$ cat config.mk
export PLATFORM = sky130hd
export DESIGN_NAME = antenna_status_frame_parser_flat
export DESIGN_NICKNAME = d
export VERILOG_FILES = /design/src/rtl/asfp_pkg.sv /design/src/rtl/asfp_if.sv /design/src/rtl/antenna_status_frame_parser.sv /design/src/flat_wrapper.sv
export SDC_FILE = /design/constraint.sdc
export NUM_CORES = 1
export LEC_CHECK = 0
export BUFFER_PORTS_ARGS = -buffer_cell sky130_fd_sc_hd__buf_2
export CELL_PAD_IN_SITES_DETAIL_PLACEMENT = 2
export CELL_PAD_IN_SITES_GLOBAL_PLACEMENT = 2
export CORE_ASPECT_RATIO = 1.1
export CORE_UTILIZATION = 45
export CTS_BUF_LIST = sky130_fd_sc_hd__clkbuf_4 sky130_fd_sc_hd__clkbuf_8 sky130_fd_sc_hd__clkbuf_16
export CTS_CLUSTER_DIAMETER = 120
export DETAILED_ROUTE_END_ITERATION = 10
export GPL_ROUTABILITY_DRIVEN = 0
export PLACE_DENSITY_LB_ADDON = 0.05
export SLEW_MARGIN = 20
export SYNTH_ARGS = -nofsm -noshare
export SYNTH_HDL_FRONTEND = slang
export SYNTH_SLANG_ARGS = --single-unit
$ cat constraint.sdc
create_clock -name clk_i -period 9.65 [get_ports clk_i]
set_input_delay 1.93 -clock clk_i [delete_from_list [all_inputs] [get_ports clk_i]]
set_output_delay 1.93 -clock clk_i [all_outputs]
set_load 0.03 [all_outputs]
$ cat src/rtl/asfp_pkg.sv
// ----------------------------------------------------------------------------
// Antenna status frame parser package
// Field widths, frame layout constants, status masks and the mask test.
// ----------------------------------------------------------------------------
package asfp_pkg;

  localparam int unsigned ByteW    = 8;
  localparam int unsigned ZoneW    = 9;
  localparam int unsigned AzW      = 26;
  localparam int unsigned ElW      = 23;
  localparam int unsigned NumStat  = 5;
  localparam int unsigned StatW    = NumStat * ByteW;
  localparam int unsigned NumCond  = 13;
  localparam int unsigned IdxW     = 5;

  // frame layout (byte positions)
  localparam logic [IdxW-1:0] PosStx     = 5'd0;
  localparam logic [IdxW-1:0] PosHdr     = 5'd1;
  localparam logic [IdxW-1:0] PosZone    = 5'd2;
  localparam logic [IdxW-1:0] PosAzFirst = 5'd3;
  localparam logic [IdxW-1:0] PosAzLast  = 5'd8;
  localparam logic [IdxW-1:0] PosElFirst = 5'd9;
  localparam logic [IdxW-1:0] PosElLast  = 5'd13;
  localparam logic [IdxW-1:0] PosStFirst = 5'd14;
  localparam logic [IdxW-1:0] PosLast    = 5'd19;

  localparam logic [ByteW-1:0] StxByte   = 8'h02;
  localparam logic [ByteW-1:0] EtxByte   = 8'h03;
  localparam logic [ByteW-1:0] HdrByte   = 8'h53;
  localparam logic [ByteW-1:0] DigitBias = 8'h30;

  localparam logic [ByteW-1:0] Mask38 = 8'h38;
  localparam logic [ByteW-1:0] Mask34 = 8'h34;
  localparam logic [ByteW-1:0] Mask32 = 8'h32;
  localparam logic [ByteW-1:0] Mask31 = 8'h31;

  typedef logic [NumStat-1:0][ByteW-1:0] status_t;

  function automatic logic has_bits(logic [ByteW-1:0] s, logic [ByteW-1:0] m);
    return (s & m) == m;
  endfunction

endpackage

$ cat src/rtl/asfp_if.sv
// ----------------------------------------------------------------------------
// Antenna status frame parser channels
// Byte input channel and result output channel, valid/ready handshake.
// ----------------------------------------------------------------------------
interface asfp_in_if;
  logic                             valid;
  logic                             ready;
  logic [asfp_pkg::ByteW-1:0]       rx_byte;
  logic                             frame_start;

  modport source (output valid, rx_byte, frame_start, input ready);
  modport sink   (input valid, rx_byte, frame_start, output ready);
endinterface

interface asfp_out_if;
  logic                             valid;
  logic                             ready;
  logic                             frame_ok;
  logic signed [asfp_pkg::ZoneW-1:0] zone;
  logic signed [asfp_pkg::AzW-1:0]  azimuth_mdeg;
  logic signed [asfp_pkg::ElW-1:0]  elevation_mdeg;
  logic [asfp_pkg::StatW-1:0]       status_bytes;
  logic [asfp_pkg::NumCond-1:0]     conditions;
  logic                             safety_fault;
  logic                             status_changed;

  modport source (output valid, frame_ok, zone, azimuth_mdeg, elevation_mdeg,
                  status_bytes, conditions, safety_fault, status_changed,
                  input ready);
  modport sink   (input valid, frame_ok, zone, azimuth_mdeg, elevation_mdeg,
                  status_bytes, conditions, safety_fault, status_changed,
                  output ready);
endinterface

$ cat src/rtl/antenna_status_frame_parser.sv
// ----------------------------------------------------------------------------
// Antenna status frame parser
// Parses the 20-word antenna status reply and reports the stored status.
// ----------------------------------------------------------------------------
// Usage:
//   in_i carries one reply byte per word plus a frame_start flag that forces
//   the word to byte position 0. Words are counted from there; the 20th word
//   of a reply produces one result word on out_o, the other words none.
//   The result is in the output register in the cycle after the 20th word
//   is accepted. Throughput: one word per cycle; the byte counter and
//   the shift-add digit accumulators update in the accept cycle.
//   If the receiver stalls, the pending result holds in the output register
//   and input words keep flowing; only a word arriving while the byte
//   counter stands at 19 waits until the output register is free.
//   A good frame (STX, 'S', ETX) stores zone, azimuth, elevation (in
//   millidegrees) and the five status bytes, moving the old status to the
//   previous copy; a bad frame leaves the store as it was.
//   Reset clears the counter, the store and the output valid.
// ----------------------------------------------------------------------------
module antenna_status_frame_parser (
  input  logic              clk_i,
  input  logic              rst_ni,
  asfp_in_if.sink           in_i,
  asfp_out_if.source        out_o
);

  logic [asfp_pkg::IdxW-1:0]          byte_index_q, byte_index_d, pos;
  logic                               fv_q, fv_d;
  logic signed [asfp_pkg::ZoneW-1:0]  zone_acc_q, zone_acc_d;
  logic signed [asfp_pkg::AzW-1:0]    az_acc_q, az_acc_d;
  logic signed [asfp_pkg::ElW-1:0]    el_acc_q, el_acc_d;
  asfp_pkg::status_t                  st_acc_q, st_acc_d;
  logic signed [asfp_pkg::ZoneW-1:0]  zone_q, zone_d;
  logic signed [asfp_pkg::AzW-1:0]    az_q, az_d;
  logic signed [asfp_pkg::ElW-1:0]    el_q, el_d;
  asfp_pkg::status_t                  st_q, st_d;
  asfp_pkg::status_t                  prev_q, prev_d;

  logic                               out_valid_q;
  logic                               ok_q;
  logic [asfp_pkg::NumCond-1:0]       cond_q, cond_d;
  logic                               fault_q, fault_d;
  logic                               changed_q;

  logic                               accept, is_last, ok, out_free;
  logic signed [asfp_pkg::ZoneW-1:0]  digit;

  assign out_free   = !out_valid_q || out_o.ready;
  assign in_i.ready = out_free || (byte_index_q != asfp_pkg::PosLast);
  assign accept     = in_i.valid && in_i.ready;

  always_comb begin
    pos = in_i.frame_start ? asfp_pkg::PosStx : byte_index_q;
    if (pos > asfp_pkg::PosLast) begin
      pos = asfp_pkg::PosStx;
    end
  end

  assign is_last = (pos == asfp_pkg::PosLast);
  assign digit   = $signed({1'b0, in_i.rx_byte}) - $signed({1'b0, asfp_pkg::DigitBias});
  assign ok      = is_last && fv_q && (in_i.rx_byte == asfp_pkg::EtxByte);

  // per-position accumulate
  always_comb begin
    fv_d       = fv_q;
    zone_acc_d = zone_acc_q;
    az_acc_d   = az_acc_q;
    el_acc_d   = el_acc_q;
    st_acc_d   = st_acc_q;
    if (pos == asfp_pkg::PosStx) begin
      fv_d = (in_i.rx_byte == asfp_pkg::StxByte);
    end else if (pos == asfp_pkg::PosHdr) begin
      fv_d = fv_q && (in_i.rx_byte == asfp_pkg::HdrByte);
    end else if (pos == asfp_pkg::PosZone) begin
      zone_acc_d = digit;
    end else if (pos == asfp_pkg::PosAzFirst) begin
      az_acc_d = asfp_pkg::AzW'(digit);
    end else if (pos <= asfp_pkg::PosAzLast) begin
      az_acc_d = (az_acc_q <<< 3) + (az_acc_q <<< 1) + asfp_pkg::AzW'(digit);
    end else if (pos == asfp_pkg::PosElFirst) begin
      el_acc_d = asfp_pkg::ElW'(digit);
    end else if (pos <= asfp_pkg::PosElLast) begin
      el_acc_d = (el_acc_q <<< 3) + (el_acc_q <<< 1) + asfp_pkg::ElW'(digit);
    end else if (!is_last) begin
      for (int k = 0; k < asfp_pkg::NumStat; k++) begin
        if (pos == asfp_pkg::PosStFirst + asfp_pkg::IdxW'(k)) begin
          st_acc_d[k] = in_i.rx_byte;
        end
      end
    end
    if (is_last) begin
      fv_d = 1'b1;
    end
    byte_index_d = is_last ? asfp_pkg::PosStx : pos + 5'd1;
  end

  // store update on a good frame
  always_comb begin
    zone_d = ok ? zone_acc_q : zone_q;
    az_d   = ok ? az_acc_q   : az_q;
    el_d   = ok ? el_acc_q   : el_q;
    st_d   = ok ? st_acc_q   : st_q;
    prev_d = ok ? st_q       : prev_q;
  end

  always_comb begin
    cond_d[0]  = asfp_pkg::has_bits(st_d[0], asfp_pkg::Mask38);
    cond_d[1]  = asfp_pkg::has_bits(st_d[0], asfp_pkg::Mask34);
    cond_d[2]  = asfp_pkg::has_bits(st_d[0], asfp_pkg::Mask32);
    cond_d[3]  = asfp_pkg::has_bits(st_d[0], asfp_pkg::Mask31);
    cond_d[4]  = asfp_pkg::has_bits(st_d[1], asfp_pkg::Mask38);
    cond_d[5]  = asfp_pkg::has_bits(st_d[1], asfp_pkg::Mask34);
    cond_d[6]  = asfp_pkg::has_bits(st_d[1], asfp_pkg::Mask32);
    cond_d[7]  = asfp_pkg::has_bits(st_d[2], asfp_pkg::Mask38);
    cond_d[8]  = asfp_pkg::has_bits(st_d[2], asfp_pkg::Mask34);
    cond_d[9]  = asfp_pkg::has_bits(st_d[2], asfp_pkg::Mask32);
    cond_d[10] = asfp_pkg::has_bits(st_d[3], asfp_pkg::Mask34);
    cond_d[11] = asfp_pkg::has_bits(st_d[4], asfp_pkg::Mask34);
    cond_d[12] = asfp_pkg::has_bits(st_d[4], asfp_pkg::Mask32);
    fault_d    = cond_d[11] || cond_d[12] || asfp_pkg::has_bits(st_d[4], asfp_pkg::Mask31);
  end

  always_ff @(posedge clk_i or negedge rst_ni) begin
    if (!rst_ni) begin
      byte_index_q <= '0;
      fv_q         <= 1'b1;
      zone_q       <= '0;
      az_q         <= '0;
      el_q         <= '0;
      st_q         <= '0;
      prev_q       <= '0;
    end else if (accept) begin
      byte_index_q <= byte_index_d;
      fv_q         <= fv_d;
      zone_q       <= zone_d;
      az_q         <= az_d;
      el_q         <= el_d;
      st_q         <= st_d;
      prev_q       <= prev_d;
    end
  end

  always_ff @(posedge clk_i) begin
    if (accept) begin
      zone_acc_q <= zone_acc_d;
      az_acc_q   <= az_acc_d;
      el_acc_q   <= el_acc_d;
      st_acc_q   <= st_acc_d;
    end
  end

  always_ff @(posedge clk_i or negedge rst_ni) begin
    if (!rst_ni) begin
      out_valid_q <= 1'b0;
    end else if (accept && is_last) begin
      out_valid_q <= 1'b1;
    end else if (out_o.ready) begin
      out_valid_q <= 1'b0;
    end
  end

  // result register: load only when the 20th word goes in (output then free)
  always_ff @(posedge clk_i) begin
    if (accept && is_last) begin
      ok_q      <= ok;
      cond_q    <= cond_d;
      fault_q   <= fault_d;
      changed_q <= (st_d != prev_d);
    end
  end

  assign out_o.valid          = out_valid_q;
  assign out_o.frame_ok       = ok_q;
  assign out_o.zone           = zone_q;
  assign out_o.azimuth_mdeg   = az_q;
  assign out_o.elevation_mdeg = el_q;
  assign out_o.status_bytes   = st_q;
  assign out_o.conditions     = cond_q;
  assign out_o.safety_fault   = fault_q;
  assign out_o.status_changed = changed_q;

endmodule

$ cat src/flat_wrapper.sv
// flat-port wrapper written by rule: the top's interface ports become plain ports
module antenna_status_frame_parser_flat 
  (clk_i, rst_ni, in_i_valid, in_i_rx_byte, in_i_frame_start, in_i_ready, out_o_valid, out_o_frame_ok, out_o_zone, out_o_azimuth_mdeg, out_o_elevation_mdeg, out_o_status_bytes, out_o_conditions, out_o_safety_fault, out_o_status_changed, out_o_ready);
  asfp_in_if in_i_i ();
  asfp_out_if out_o_i ();
  input  logic clk_i;
  input  logic rst_ni;
  input wire logic [$bits(in_i_i.valid)-1:0] in_i_valid;
  input wire logic [$bits(in_i_i.rx_byte)-1:0] in_i_rx_byte;
  input wire logic [$bits(in_i_i.frame_start)-1:0] in_i_frame_start;
  output wire logic [$bits(in_i_i.ready)-1:0] in_i_ready;
  output wire logic [$bits(out_o_i.valid)-1:0] out_o_valid;
  output wire logic [$bits(out_o_i.frame_ok)-1:0] out_o_frame_ok;
  output wire logic [$bits(out_o_i.zone)-1:0] out_o_zone;
  output wire logic [$bits(out_o_i.azimuth_mdeg)-1:0] out_o_azimuth_mdeg;
  output wire logic [$bits(out_o_i.elevation_mdeg)-1:0] out_o_elevation_mdeg;
  output wire logic [$bits(out_o_i.status_bytes)-1:0] out_o_status_bytes;
  output wire logic [$bits(out_o_i.conditions)-1:0] out_o_conditions;
  output wire logic [$bits(out_o_i.safety_fault)-1:0] out_o_safety_fault;
  output wire logic [$bits(out_o_i.status_changed)-1:0] out_o_status_changed;
  input wire logic [$bits(out_o_i.ready)-1:0] out_o_ready;
  assign in_i_i.valid = in_i_valid;
  assign in_i_i.rx_byte = in_i_rx_byte;
  assign in_i_i.frame_start = in_i_frame_start;
  assign in_i_ready = in_i_i.ready;
  assign out_o_valid = out_o_i.valid;
  assign out_o_frame_ok = out_o_i.frame_ok;
  assign out_o_zone = out_o_i.zone;
  assign out_o_azimuth_mdeg = out_o_i.azimuth_mdeg;
  assign out_o_elevation_mdeg = out_o_i.elevation_mdeg;
  assign out_o_status_bytes = out_o_i.status_bytes;
  assign out_o_conditions = out_o_i.conditions;
  assign out_o_safety_fault = out_o_i.safety_fault;
  assign out_o_status_changed = out_o_i.status_changed;
  assign out_o_i.ready = out_o_ready;
  antenna_status_frame_parser u_core (.clk_i(clk_i), .rst_ni(rst_ni), .in_i(in_i_i), .out_o(out_o_i));
endmodule
# --- Word level (Yosys, flattened, before mapping) ---
# Cells that the tools add are included.
totals:
  ff_bits: 259
  in_bits: 13
  output_inout_bits: 116
  elab_cells: 113
op_classes:
  add_sub_neg: 6
  order_cmp: 3
  n_eq_ne: 29
  muxes: 14
  bitwise: 8
  reduce_logical: 25
op_table:
  columns: ["cell", "count"]
  rows:
  - ["two-way mux 40 bit", 2]
  - ["two-way mux 26 bit", 2]
  - ["AND reduction 10 bit", 5]
  - ["two-way mux 23 bit", 2]
  - ["equality test 3 bit (second input constant)", 14]
  - ["inequality test 40 bit", 1]
  - ["adder 26 bit", 1]
  - ["adder 26 x 9 -> 26 bit", 1]
  - ["adder 23 bit", 1]
  - ["adder 23 x 9 -> 23 bit", 1]
  - ["equality test 5 bit (second input constant)", 4]
  - ["equality test 8 x 2 -> 1 bit (second input constant)", 2]
  - ["equality test 5 x 4 -> 1 bit (second input constant)", 3]
  - ["two-way mux 5 bit", 3]
  - ["equality test 5 x 2 -> 1 bit (second input constant)", 2]
  - ["less-or-equal comparator 5 x 4 -> 1 bit (second input constant)", 2]
  - ["subtractor 8 x 6 -> 9 bit (second input constant)", 1]
  - ["equality test 8 x 7 -> 1 bit (second input constant)", 1]
  - ["NOT 1 bit", 8]
  - ["AND reduction 7 bit", 1]
  - ["nonzero test 2 bit", 3]
  - ["adder 5 x 1 -> 5 bit (second input constant)", 1]
  - ["equality test 5 x 1 -> 1 bit (second input constant)", 1]
  - ["> comparator 5 bit (second input constant)", 1]
  - ["other kinds (10)", 22]

# --- Depth between registers and ports, before layout ---
# Gate-level depths: netlist of run 1.
logic_depth:
  ltp_word: 10
  ltp_mapped: 17
  ltp_nobuf: 15

# --- Least setup slack after synthesis of run 1 ---
# OpenSTA, ideal clock, no wires.
synth_timing:
  path_kind: "input to register"
  start: "in in_i_rx_byte[4]"
  end: "reg u_core.az_acc_q[25] in the netlist's numbering (data pin)"
  setup_time_ns: 0.144
  t_arrival_ns: 6.804
  t_required_ns: 9.506
  path_slack_ns: 2.701
  path_stages: 13
  path_buffers: 0
  path_cell_list: "ha_1 > or3_1 > inv_1 > fa_1 > ha_1 > a21o_1 > a2111oi_0 > nor4b_1 > o21a_1 > o31ai_1 > a211oi_1 > mux2_2 > nand3_1"
synth_between:
  elab_chain_len: 4
synth_rtl:
  columns: ["item", "line_no", "source"]
  rows:
  - ["start: declaration", "flat_wrapper.sv:9", "input wire logic [$bits(in_i_i.rx_byte)-1:0] in_i_rx_byte;"]
  - ["subtractor 8 x 6 -> 9 bit *", "antenna_status_frame_parser.sv:60", "assign digit = $signed({1'b0, in_i.rx_byte}) - $signed({1'b0, asfp_pkg::DigitBias});"]
  - ["net u_core.digit (one bit)", "antenna_status_frame_parser.sv:46", "logic signed [asfp_pkg::ZoneW-1:0] digit;"]
  - ["adder 26 x 9 -> 26 bit", "antenna_status_frame_parser.sv:79", "az_acc_d = (az_acc_q <<< 3) + (az_acc_q <<< 1) + asfp_pkg::AzW'(digit);"]
  - ["two-way mux 26 bit", "antenna_status_frame_parser.sv:78", "end else if (pos <= asfp_pkg::PosAzLast) begin"]
  - ["two-way mux 26 bit *", "antenna_status_frame_parser.sv:76", "end else if (pos == asfp_pkg::PosAzFirst) begin"]
  - ["end signal: assignment", "antenna_status_frame_parser.sv:146", "az_acc_q <= az_acc_d;"]
  - ["end: declaration", "antenna_status_frame_parser.sv:30", "logic signed [asfp_pkg::AzW-1:0] az_acc_q, az_acc_d;"]
# Mark *: on every way through the listed nets, which the timed path passes. The rest lies on a longest branch. The select of a mux whose other input is x is not followed.
# A chain may end at the register's enable or synchronous reset.

# --- Worst setup path in the final report of run 1 ---
layout_timing:
  start: "in in_i_rx_byte[4]"
  end: "reg u_core.el_acc_q[22] in the netlist's numbering (data pin)"
layout_between:
  elab_chain_len: 4
layout_rtl:
  columns: ["item", "line_no", "source"]
  rows:
  - ["subtractor 8 x 6 -> 9 bit *", "antenna_status_frame_parser.sv:60", null]
  - ["net u_core.digit (one bit)", "antenna_status_frame_parser.sv:46", null]
  - ["adder 23 x 9 -> 23 bit", "antenna_status_frame_parser.sv:83", "el_acc_d = (el_acc_q <<< 3) + (el_acc_q <<< 1) + asfp_pkg::ElW'(digit);"]
  - ["two-way mux 23 bit", "antenna_status_frame_parser.sv:82", "end else if (pos <= asfp_pkg::PosElLast) begin"]
  - ["two-way mux 23 bit *", "antenna_status_frame_parser.sv:80", "end else if (pos == asfp_pkg::PosElFirst) begin"]
  - ["end signal: assignment", "antenna_status_frame_parser.sv:147", "el_acc_q <= el_acc_d;"]
  - ["end: declaration", "antenna_status_frame_parser.sv:31", "logic signed [asfp_pkg::ElW-1:0] el_acc_q, el_acc_d;"]
# Marks and branches as above.

==> results of run 1 <==
## state kept, by name, indices dropped and copies added (netlist names)
| name | cells |
|---|---|
| u_core.out_o.status_bytes | 40 |
| u_core.prev_q | 40 |
| u_core.st_acc_q | 40 |
| u_core.az_acc_q | 26 |
| u_core.out_o.azimuth_mdeg | 26 |
| u_core.el_acc_q | 23 |
| u_core.out_o.elevation_mdeg | 23 |
| u_core.out_o.conditions | 13 |
| u_core.out_o.zone | 9 |
| u_core.zone_acc_q | 9 |
| u_core.byte_index_q | 5 |
| u_core.fv_q | 1 |
| u_core.out_o.frame_ok | 1 |
| u_core.out_o.safety_fault | 1 |
| u_core.out_o.status_changed | 1 |
| u_core.out_o.valid | 1 |
## metrics by stage
stage | total power [uW] | utilization [%]
final | 3860 | 52.1
after global routing | 4110 | 52.1
after CTS | 3920 | 52.1
after detailed placement | 2730 | 48.8
after global placement | 2660 | 48.8
after floorplan | 2350 | -
## cells in the final DEF (no fill, tap or decap), drive strengths merged, types with 5 or more instances in the layout
cell,n
nor2,32
a21oi,58
mux2i,26
clkbuf,46
nor4,9
clkinv,9
o31ai,5
dfrtp,144
fa,43
o21bai,6
a21boi,8
nand3,14
or3,9
or2,5
o21ai,56
o21a,8
and3,10
a31oi,9
buf,140
xnor2,46
inv,51
xor2,40
and2,7
nand4,11
o22a,6
a21o,11
o2111ai,5
mux2,133
ha,55
nand2,84
a211oi,10
nor3,18
edfxtp,114
## logic make-up (layout without fill, tap and decap cells)
family          count (synthesis)  in the layout
xor+xnor                       86             86
simple gates                  215            215
fa+ha+maj                      98             98
buf+inv                        87            247
compound gates                198            198
mux                           159            159
flops                         259            259
## cell type report
type / instances / area (um^2) / area share, %
sequential: 259 / 7050 / 44.5
multi-input combinational: 756 / 6350 / 40.1
timing repair buffer: 140 / 737 / 4.65
inverter: 51 / 194 / 1.22
tap: 414 / 518 / 3.26
clock inverter: 10 / 71.3 / 0.450
clock buffer: 46 / 937 / 5.91
## power breakdown
group	total (uW)	internal, uW	switching, uW	leakage, uW
Sequential	1370	1290	77.5	0.00308
Combinational	1340	559	782	0.00370
Clock	1150	691	456	0.000514
Total	3860	2540	1320	0.00729
## worst paths after layout
kind                                   startpoint                              end  cells past startpoint
setup / recovery                  in_i_rx_byte[4]              u_core.el_acc_q[22]                     15
hold / removal               u_core.zone_acc_q[1]             u_core.out_o.zone[1]                      1
setup reg to reg           u_core.byte_index_q[3]      u_core.out_o.status_changed                     15
hold reg to reg              u_core.zone_acc_q[1]             u_core.out_o.zone[1]                      1
max in group asynchronous                  rst_ni  u_core.out_o.elevation_mdeg[11]                      2
min in group asynchronous                  rst_ni                u_core.prev_q[19]                      1
## per-layer routing
layer	share of wire, %	vias to the layer above
met5	0	-
met4	2.8	0
met3	3.2	60
met2	52	158
met1	41	4828
li1	-	4245
==> run_results.csv, run 1 <==
group,metric,value,unit
worst_setup_path,worstPathRequired,9960,ps
sta,worstMarginPinSlew,975,ps
sta,rsz0062_at_grt,"false",
status,status,"finished, final reports clean",
logic_synthesis,synthTopCellsByArea,"dfrtp_1, edfxtp_1, mux2_1",
clock_network,path_clk_slew,60,ps
worst_setup_path,path_cells,"buf_2 > ha_1 > or3_1 > inv_2 > buf_4 > fa_1 > ha_1 > a2111oi_0 > a211oi_1 > o2111ai_1 > a21oi_1 > a41o_1 > or3_1 > o211ai_1 > xnor2_1",
route,detail_route.first_pass.iterations,4,
floorplanning,pin_count,129,
placed_design,dp_hpwl,26400,um
clock_network,cts_sinks,259,
logic_synthesis,muxShareOfSynthArea,12.7,%
route,drc,0,
logic_synthesis,synthArstFlopShare,56.0,%
logic_synthesis,synthAdderAreaFrac,11.2,%
worst_setup_path,path_max_fanout,23,
logic_synthesis,synth_largest_area_cell,"dfrtp_1",
floorplanning,start_util,45.6,%
cells_and_area,fin_nets,1349,
logic_synthesis,synth_warnings,0,
grt,grt_use_met1,29.6,%
clock_network,cts_resized,0,
sta,finalWorstSetupSlack,3170,ps
worst_setup_path,endpoint_kind,"register",
logic_synthesis,synth_compound_area_share,8.87,%
worst_setup_path,ff2ff_setup_slack,4620,ps
grt,antenna_found_initial,0,
placed_design,numPlacedInstances,1620,
clock_network,cts_buffers,30,
route,wirelength,38300,um
logic_synthesis,syn_inst,1102,
worst_setup_path,cp-start-kind,"input pin",
floorplanning,design.die.area,0.0315,mm^2
grt,grt_pass1_vias,10411,
sta,finClkSkew,10.2,ps
grt,grt_usage,24.8,%
job,cap_violations,0,
clock_network,clkLatencyLatePin,560,ps
clock_network,cts_tree,"yes",
route,wl_per_cell,22.9,um
placed_design,io_buffers,128,
worst_setup_path,cp_data_arrival_time,6790,ps
cells_and_area,stdcell_count,1676,
sta,timing.fmax,0.154,GHz
clock_network,postCtsHoldBufs,0,
clock_network,htree_levels,1,
logic_synthesis,ys_types,64,
logic_synthesis,synth.avg_cell_area,12.6,um^2
floorplanning,die_y,186,um
sta,fin_crit,6480,ps
cells_and_area,fin_area,0.0159,mm^2
logic_synthesis,synth_ff_type,"dfrtp_1",
logic_synthesis,synthSimpleGateAreaFrac,7.60,%
logic_synthesis,synthesis.nets,1213,
logic_synthesis,syn_area,0.0139,mm^2
route,ant_nets,0,
logic_synthesis,ys_ff_latch,259,
sta,max_slew_margin,34.8,%
grt,grt_max_degree,78,
logic_synthesis,synthTopCellsByCount,"dfrtp_1, edfxtp_1, mux2_1, nand2_1, a21oi_1",
worst_setup_path,cpMaxStageDelayCell,"inv_2",
floorplanning,core,0.0304,mm^2
logic_synthesis,synth-edff-count,114,
placed_design,pre_cts_slack,2590,ps
sta,tns,0,ps
sta,min_period_over_period,67.2,%
worst_setup_path,slowest_delay,650,ps
worst_setup_path,crit_type,"in -> reg",
clock_network,cts_root_buffer,"clkbuf_16",
sta,setup_viol,0,
pwr,vdd.ir_drop.worst,209,uV
clock_network,post-cts-setup-buffer-count,0,
logic_synthesis,yosys.area.top_type_share,26.0,%
logic_synthesis,synthXorXnorAreaFrac,5.43,%
sta,finalHoldViolCount,0,
grt,grt_pass1_wl,60100,um
grt,grt.busiest_layer,"met2",
hold_path,hold_class,"reg -> reg",
floorplanning,rows,67,
pwr,powerDensity,243,mW/mm^2
logic_synthesis,synth_top_family_by_area,"multiplexers",
route,via_per_inst,5.54,
grt,globalRouteMet2Util,46.5,%
sta,whs,474,ps
logic_synthesis,yosysSeqAreaShare,50.9,%
cells_and_area,num-fill-cells,2982,
pwr,total_leakage_power,0.00729,uW
worst_setup_path,crit_family,"compound AO/OA/AOI/OAI gates",
route,initialDrtViolationCount,256,
placed_design,dpl_cell_area,0.0149,mm^2
route,vias,9291,
sta,maxSlewViolCount,0,
cells_and_area,drive_above_1_share,19.1,%
grt,use_met3,2.98,%
cells_and_area,n_antenna_cell,0,
grt,grt.overflow.total,0,
floorplanning,die_w,169,um
logic_synthesis,yosysMostFrequentCell,"dfrtp_1",
cells_and_area,area_delta_synth_final,14.4,%
worst_setup_path,crit_buf_inv,3,
clock_network,cts_max_path_buffers,3,
Note: power is estimated with default switching activity, not from simulation.
==> run 2: changes to the inputs <==
- CORE_UTILIZATION: 45 -> 41
- clock period: 9.65 -> 6.52 ns (I/O delays scaled with it)
==> run_results.csv, run 2 (synthesis gave the netlist of run 1 again) <==
group,metric,value,unit
status,status,"finished, final reports clean",
sta,max_slew_margin,32.9,%
floorplanning,pin_count,129,
clock_network,cts_tree,"yes",
pwr,powerDensity,355,mW/mm^2
worst_setup_path,path_cells,"buf_2 > ha_1 > or3_1 > inv_2 > buf_12 > fa_1 > ha_1 > a2111oi_0 > nor4b_1 > o21a_1 > o31ai_1 > a211oi_1 > mux2_2 > nand3_1",
sta,worstMarginPinSlew,1010,ps
cells_and_area,utilization,47.9,%
route,vias,9248,
sta,setup_viol,0,
clock_network,cts_buffers,30,
route,ant_nets,0,
clock_network,cts_resized,0,
sta,timing.fmax,0.189,GHz
cells_and_area,register_area,0.00705,mm^2
sta,tns,0,ps
floorplanning,design.die.area,0.0346,mm^2
floorplanning,start_util,41.7,%
worst_setup_path,crit_top_cell,"ha_1",
worst_setup_path,worstPathRequired,6950,ps
grt,grt_pass1_wl,61300,um
worst_setup_path,endpoint_kind,"register",
job,cap_violations,0,
cells_and_area,num-fill-cells,3322,
cells_and_area,final_cell_mix,"dfrtp_1, buf_2, edfxtp_1",
clock_network,htree_levels,1,
floorplanning,die_y,195,um
placed_design,io_buffers,128,
sta,finalHoldViolCount,0,
route,detail_route.first_pass.iterations,4,
cells_and_area,final_common_cell,"dfrtp_1",
cells_and_area,drive_above_1_share,19.2,%
grt,grt_pass1_vias,10396,
grt,grt.overflow.total,0,
grt,grt_usage,23.1,%
pwr,vdd.ir_drop.worst,273,uV
cells_and_area,area_delta_synth_final,15.1,%
cells_and_area,fin_nets,1353,
worst_setup_path,cp_data_arrival_time,5720,ps
worst_setup_path,path_max_fanout,36,
worst_setup_path,cpMaxStageDelayCell,"a2111oi_0",
route,drc,0,
sta,rsz0062_at_grt,"false",
placed_design,dp_hpwl,27400,um
grt,grt_max_degree,84,
clock_network,postCtsHoldBufs,0,
sta,fin_crit,5290,ps
cells_and_area,n_antenna_cell,0,
grt,antenna_found_initial,0,
pwr,total_leakage_power,0.00731,uW
route,wl_per_cell,22.8,um
sta,min_period_over_period,81.2,%
floorplanning,core,0.0333,mm^2
clock_network,path_clk_slew,60,ps
worst_setup_path,slowest_delay,650,ps
route,wirelength,38800,um
clock_network,cts_max_path_buffers,3,
floorplanning,rows,70,
route,initialDrtViolationCount,340,
floorplanning,die_w,177,um
worst_setup_path,crit_type,"in -> reg",
worst_setup_path,cp-start-kind,"input pin",
sta,maxSlewViolCount,0,
clock_network,post-cts-setup-buffer-count,0,
hold_path,hold_class,"reg -> reg",
clock_network,clkLatencyLatePin,560,ps
clock_network,cts_root_buffer,"clkbuf_16",
sta,finClkSkew,10.2,ps
route,via_per_inst,5.45,
clock_network,cts_sinks,259,
cells_and_area,multi_input_area,0.00636,mm^2
==> run 2: report_power, final <==
group          leakage [uW]  switching (uW)  total [uW]  internal, uW
sequential          0.00308             113        2030          1920
clock              0.000500             682        1700          1020
combinational       0.00373            1120        1940           822
total               0.00731            1910        5670          3760
==> run 2: per-stage QoR <==
step	std cells	hold slack, ps	total power [uW]	setup slack, ps	area, um^2
floorplan	1102	439	3480	197	13900
global placement	1642	441	3950	826	15000
detailed placement	1642	455	4030	611	15000
CTS	1697	469	5760	1200	16000
global route	1697	478	6050	833	16000
finish	1697	462	5670	1230	16000
==> run 2: worst paths after layout <==
path                       slack (ps)                   start  cells after the start                            end
setup / recovery                 1230         in_i_rx_byte[5]                     14            u_core.az_acc_q[25]
max in group asynchronous        4650                  rst_ni                      2  u_core.out_o.status_bytes[13]
hold / removal                    460    u_core.zone_acc_q[3]                      1           u_core.out_o.zone[3]
hold reg to reg                   460    u_core.zone_acc_q[3]                      1           u_core.out_o.zone[3]
setup reg to reg                 2040  u_core.byte_index_q[3]                     15    u_core.out_o.status_changed
min in group asynchronous         690                  rst_ni                      1              u_core.prev_q[19]
==> run 2: critical path, delay by kind of cell <==
kind | cells | cell delay [ps]
AO/OA/AOI/OAI | 4 | 1370
multiplexers | 1 | 390
AND/OR/NAND/NOR | 3 | 950
buffers and inverters | 3 | 660
adder cells (fa/ha/maj) | 3 | 1040
==> run 2: final cells by class <==
type | count | share of cell area, %
Sequential cell | 259 | 44.2
Inverter | 51 | 1.22
Multi-Input combinational cell | 756 | 39.9
Clock inverter | 10 | 0.470
Clock buffer | 45 | 5.83
Timing Repair Buffer | 144 | 5.04
Tap cell | 432 | 3.39
==> run 2: layer usage <==
metal | GRT usage, % | up-vias | part of all wire (%)
li1 | - | 4271 | -
met1 | 28.5 | 4798 | 42
met2 | 42.6 | 140 | 53
met3 | 2.37 | 39 | 3.0
met4 | 5.57 | 0 | 1.9
met5 | 0 | - | 0
